==> config.mk <==
export PLATFORM = sky130hd
export DESIGN_NAME = bni_gain_unit
export DESIGN_NICKNAME = d
export VERILOG_FILES = /design/src/sv/bni_pkg.sv /design/src/sv/bni_gain_unit.sv
export SDC_FILE = /design/constraint.sdc
export NUM_CORES = 1
export LEC_CHECK = 0
export ABC_CLOCK_PERIOD_IN_PS = 8440
export BUFFER_PORTS_ARGS = -buffer_cell sky130_fd_sc_hd__buf_2
export CORE_ASPECT_RATIO = 1.75
export CORE_UTILIZATION = 30
export CTS_CLUSTER_DIAMETER = 50
export DETAILED_ROUTE_END_ITERATION = 7
export PLACE_DENSITY = 0.43
export REMOVE_ABC_BUFFERS = 1
export SETUP_SLACK_MARGIN = 0.3
export SLEW_MARGIN = 0
export SYNTH_ARGS = -nofsm -noshare
export SYNTH_HDL_FRONTEND = slang
export SYNTH_SLANG_ARGS = --single-unit
==> constraint.sdc <==
create_clock -name clk -period 8.44 [get_ports clk]
set_input_delay 0.844 -clock clk [delete_from_list [all_inputs] [get_ports clk]]
set_output_delay 0.844 -clock clk [all_outputs]
set_load 0.01 [all_outputs]
==> src/sv/bni_pkg.sv <==
// Shared types and constants for the batch normalization inference core.
package bni_pkg;

	localparam int unsigned EPS_W   = 24;
	localparam int unsigned COUNT_W = 9;
	localparam int unsigned CH_W    = 8;
	localparam int unsigned Q_W     = 16;
	localparam int unsigned GAIN_W  = 32;
	localparam int unsigned VSUM_W  = 25;

	localparam logic [EPS_W-1:0]   EPS_RESET   = 24'd1;
	localparam logic [COUNT_W-1:0] COUNT_RESET = 9'd256;

	typedef enum logic [1:0] {
		ST_OK        = 2'd0,
		ST_SATURATED = 2'd1,
		ST_RANGE     = 2'd2
	} status_t;

	typedef enum logic {
		REG_EPSILON = 1'b0,
		REG_COUNT   = 1'b1
	} reg_idx_t;

	typedef enum logic {
		OP_LOAD   = 1'b0,
		OP_SAMPLE = 1'b1
	} op_t;

	typedef struct packed {
		logic                    start;
		logic signed [Q_W-1:0]   scale;
		logic [VSUM_W-1:0]       var_sum;
	} gain_req_t;

	typedef struct packed {
		logic                     done;
		logic signed [GAIN_W-1:0] gain;
	} gain_rsp_t;

endpackage

==> src/sv/bni_gain_unit.sv <==
// Gain unit: scale / sqrt(variance + epsilon) by serial division and square root.
module bni_gain_unit (
	input  logic              clk,
	input  logic              arst_n,
	input  bni_pkg::gain_req_t req,
	output bni_pkg::gain_rsp_t rsp
);
	import bni_pkg::*;

	typedef enum logic [4:0] {
		G_IDLE = 5'b00001,
		G_SQR  = 5'b00010,
		G_DIV  = 5'b00100,
		G_SQRT = 5'b01000,
		G_FIN  = 5'b10000
	} gstate_t;

	gstate_t              state_q;
	logic                 neg_q;
	logic [15:0]          mag_q;
	logic [VSUM_W-1:0]    s_q;
	logic [63:0]          num_q;
	logic [35:0]          rem_q;
	logic [32:0]          root_q;
	logic [5:0]           cnt_q;
	logic                 done_q;
	logic signed [31:0]   gain_q;

	logic [15:0] mag_c;
	logic [25:0] div_sh;
	logic        div_ge;
	logic [35:0] sq_sh;
	logic [35:0] sq_trial;
	logic        sq_ge;
	logic [32:0] k_c;
	logic [31:0] gain_c;

	always_comb begin
		mag_c    = req.scale[15] ? 16'(-req.scale) : 16'(req.scale);
		div_sh   = {rem_q[24:0], num_q[63]};
		div_ge   = div_sh >= {1'b0, s_q};
		sq_sh    = {rem_q[33:0], num_q[63:62]};
		sq_trial = {1'b0, root_q, 2'b01};
		sq_ge    = sq_sh >= sq_trial;
		k_c      = (s_q == '0) ? 33'h0_8000_0000 : root_q;
		if (mag_q == '0) begin
			gain_c = '0;
		end else if (!neg_q) begin
			gain_c = (k_c > 33'h0_7FFF_FFFF) ? 32'h7FFF_FFFF : k_c[31:0];
		end else begin
			gain_c = (k_c >= 33'h0_8000_0000) ? 32'h8000_0000 : 32'(-k_c[31:0]);
		end
	end

	always_ff @(posedge clk or negedge arst_n) begin
		if (!arst_n) begin
			state_q <= G_IDLE;
			done_q  <= 1'b0;
			cnt_q   <= '0;
		end else begin
			done_q <= 1'b0;
			case (state_q)
				G_IDLE: begin
					if (req.start) begin
						state_q <= G_SQR;
					end
				end
				G_SQR: begin
					cnt_q   <= '0;
					state_q <= (s_q == '0) ? G_FIN : G_DIV;
				end
				G_DIV: begin
					cnt_q <= cnt_q + 6'd1;
					if (cnt_q == 6'd63) begin
						cnt_q   <= '0;
						state_q <= G_SQRT;
					end
				end
				G_SQRT: begin
					cnt_q <= cnt_q + 6'd1;
					if (cnt_q == 6'd31) begin
						state_q <= G_FIN;
					end
				end
				G_FIN: begin
					done_q  <= 1'b1;
					state_q <= G_IDLE;
				end
				default: begin
					state_q <= G_IDLE;
				end
			endcase
		end
	end

	always_ff @(posedge clk) begin
		case (state_q)
			G_IDLE: begin
				if (req.start) begin
					mag_q <= mag_c;
					neg_q <= req.scale[15];
					s_q   <= req.var_sum;
				end
			end
			G_SQR: begin
				num_q  <= {32'(mag_q * mag_q), 32'd0};
				rem_q  <= '0;
				root_q <= '0;
			end
			G_DIV: begin
				rem_q <= div_ge ? 36'(div_sh - {1'b0, s_q}) : 36'(div_sh);
				num_q <= {num_q[62:0], div_ge};
				if (cnt_q == 6'd63) begin
					rem_q <= '0;
				end
			end
			G_SQRT: begin
				rem_q  <= sq_ge ? (sq_sh - sq_trial) : sq_sh;
				root_q <= {root_q[31:0], sq_ge};
				num_q  <= {num_q[61:0], 2'b00};
			end
			G_FIN: begin
				gain_q <= gain_c;
			end
			default: begin
				gain_q <= gain_q;
			end
		endcase
	end

	assign rsp.done = done_q;
	assign rsp.gain = gain_q;

endmodule

==> results_dict.tcl <==
set metrics [dict create \
    outcome "complete, no violations" \
    grt_overflow 0 \
    crit_chain "inv_1 > nor2_1 > fa_1 > inv_1 > fa_1 > inv_1 > fa_1 > fa_1 > fa_1 > inv_1 > fa_1 > inv_1 > ha_1 > a21o_1 > a21o_1 > a21oi_1 > o21bai_1 > a221o_1 > a221o_2 > a211o_1 > a21oi_2 > xor2_1 > o21ai_1" \
    grt_pass1_wl_mm 95.6 \
    ys_seq_area_share_pct 31.3 \
    synthArstFlopShare_pct 5.53 \
    fmax_ghz 0.139 \
    ctsRootBufferMaster "clkbuf_16" \
    firstDrtPassIters 6 \
    finalHoldViolations 0 \
    cts_made_buffers 29 \
    grt_antenna_before_repair 1 \
    io_pins 77 \
    clk_pin_slew_worst_paths_ns 0.06 \
    gp_congestion 0.904 \
    cp.required_ns 8.75 \
    dpl_worst_slack_ns 1.22 \
    worst_r2r_endpoint "num_q[60]" \
    postRouteAntennaNets 0 \
    worst_pin_slew_ns 0.948 \
    final_nets 2580 \
    yosysUniqueCellTypes 81 \
    hold_path_class "primary input to asynchronous set/reset pin" \
    h-tree-depth 1 \
    slew_viol_final 0 \
    synth-seq-cells 217 \
    cts_tree "built" \
    cpPeakStageDelay_ns 0.62 \
    fin_skew_ns 0.0161 \
    synth_warnings 0 \
    multi_input_area_um2 12600 \
    dieArea_um2 69800 \
    yosys_most_used_dff "edfxtp_1" \
    die_h_um 349 \
    row_count 126 \
    worstSetupPathType "flop to flop" \
    grt_pass1_vias 17300 \
    n_fill_cell 6949 \
    syn_inst 2168 \
    crit_path_frequent_cell "fa_1" \
    dp_hpwl_mm 48.9 \
    wl_per_cell_um 19.3 \
    wl_mm 60.3 \
    post-cts-setup-buffers 0 \
    synthToLayoutAreaGrowth_pct 11.0 \
    finalCritPeriodShare_pct 85.5 \
    cp_max_fo 15 \
    r2r_slack_ns 1.22 \
    drc 0 \
    grt_usage_pct 17.5 \
    seq_area_um2 6460 \
    cp-end-kind "flop" \
    vias 15700 \
    setup-tns-final_ns 0 \
    avgSynthCellArea_um2 9.51 \
    rsz0062_at_grt "false" \
    hold_ws_ns 0.132 \
    grt_max_degree 70 \
    diodes 0 \
    cp-start-kind "flop" \
    drv_cap 0 \
    fin_ws_ns 1.22 \
    setup_viol 0 \
    drt_iter0_markers 619 \
    slew_headroom_pct 36.7 \
    drive_above_1_share_pct 7.71 \
    synth_area_um2 20600 \
    r2r_start "mag_q[3]" \
    cpMaxStageDelayCell "edfxtp_1" \
    io_buffers 76 \
    vias_per_cell 5.03 \
    start_util_pct 30.5 \
    fin_crit_ns 7.22 \
    clk_latency_ns 0.59 \
    cp.arrival_ns 7.52 \
    hold_buffers 0 \
    cts_sinks 217 \
    die_x_um 200 \
    r2r.worst_path.cells 23 \
    cts-resized-gates 0 \
    core_um2 67600 \
    synth_edf_count 205 \
    cts_buffer_depth 3 \
]
## per-stage QoR
stage               instances  area [µm²]  utilization [%]
global placement         3073       21900             32.4
detailed placement       3073       21900             32.4
finish                   3126       22900             33.8
CTS                      3126       22900             33.8
floorplan                2082       20300                -
global route             3126       22900             33.8
## cell usage in the layout (no fill, tap or decap), types with 5 or more instances in the layout
cell type	Yosys	routed
o21bai_1	13	13
dfrtp_1	11	11
a221oi_1	5	5
o21ai_0	112	112
nor2_1	135	135
or3_1	12	12
edfxtp_1	205	205
o22ai_1	24	24
clkbuf_16	0	29
nor4_1	18	16
nor2b_1	7	7
o21ai_1	7	7
clkinv_1	0	7
a21oi_1	131	131
inv_1	333	333
fa_1	165	165
clkinv_2	0	5
ha_1	163	163
a22oi_1	33	33
or2_2	5	5
buf_4	4	19
xor2_1	35	35
a21o_1	36	36
o41ai_1	6	6
nand2b_1	17	17
o21a_1	7	7
nand3_1	38	38
o31ai_1	18	18
and2_1	55	55
and3_1	8	8
xnor2_1	65	65
nor3_1	29	28
a31oi_1	13	13
a22o_1	33	33
nand4_1	21	21
nand2_1	191	190
a211oi_1	20	20
buf_2	2	76
mux2i_1	34	34
## how the worst max path moves through the flow
stage	from	to	slack [ns]
after CTS	mag_q[3]	num_q[60]	1.19
after global routing	mag_q[1]	num_q[63]	0.91
final	mag_q[3]	num_q[60]	1.22
after detailed placement	mag_q[3]	num_q[60]	1.22
after global placement	mag_q[3]	num_q[60]	1.28
after floorplan	state_q[2]	cnt_q[5]	-1.01
## metal layers
metal | vias up | track usage (%) | share of wire (%)
met5 | - | 0 | 0.018
li1 | 7571 | - | -
met3 | 114 | 1.26 | 2.7
met4 | 2 | 8.16 | 4.4
met2 | 306 | 37.0 | 59
met1 | 7719 | 16.5 | 34
## worst max-delay path: cells and delay by family, from the launching register on
family,cells,cell delay [ns]
compound gates,9,2.03
xor+xnor,1,0.15
fa+ha+maj,7,3.44
buf+inv,5,0.54
flops,1,0.62
simple gates,1,0.14
## state kept, by name, summed over array words and instances, names as in the netlist
signal	count
cnt_q	6
done_q	1
gain_q	32
mag_q	16
neg_q	1
num_q	64
rem_q	34
root_q	33
s_q	25
state_q	5
## logic make-up after synthesis
family | share of synthesized area, %
buf+inv | 7.82
flops | 31.3
compound gates | 16.3
fa+ha+maj | 25.9
mux | 1.71
simple gates | 12.7
xor+xnor | 4.25
## final cells by class
type	instances	area share, %
clock buffers	29	3.17
multi-input cells	1532	55.0
well taps	896	4.90
clock inverters	24	0.974
inverters	333	5.46
repair buffers	95	2.29
flip-flops and latches	217	28.2
## cell usage after synthesis (20+ instances only)
library cell  instances  area (µm²)
a211oi_1             20         150
a21o_1               36         270
a21oi_1             131         656
a22o_1               33         289
a22oi_1              33         248
and2_1               55         344
clkbuf_1             72         270
edfxtp_1            205        6160
fa_1                165        3300
ha_1                163        2040
inv_1               333        1250
mux2i_1              34         340
nand2_1             191         717
nand3_1              38         190
nand4_1              21         131
nor2_1              135         507
nor3_1               29         145
o21ai_0             112         561
o22ai_1              24         150
xnor2_1              65         569
xor2_1               35         307
Power is not shown: default switching activity piles up to over one toggle a cycle in this logic, so the estimate is an artifact.
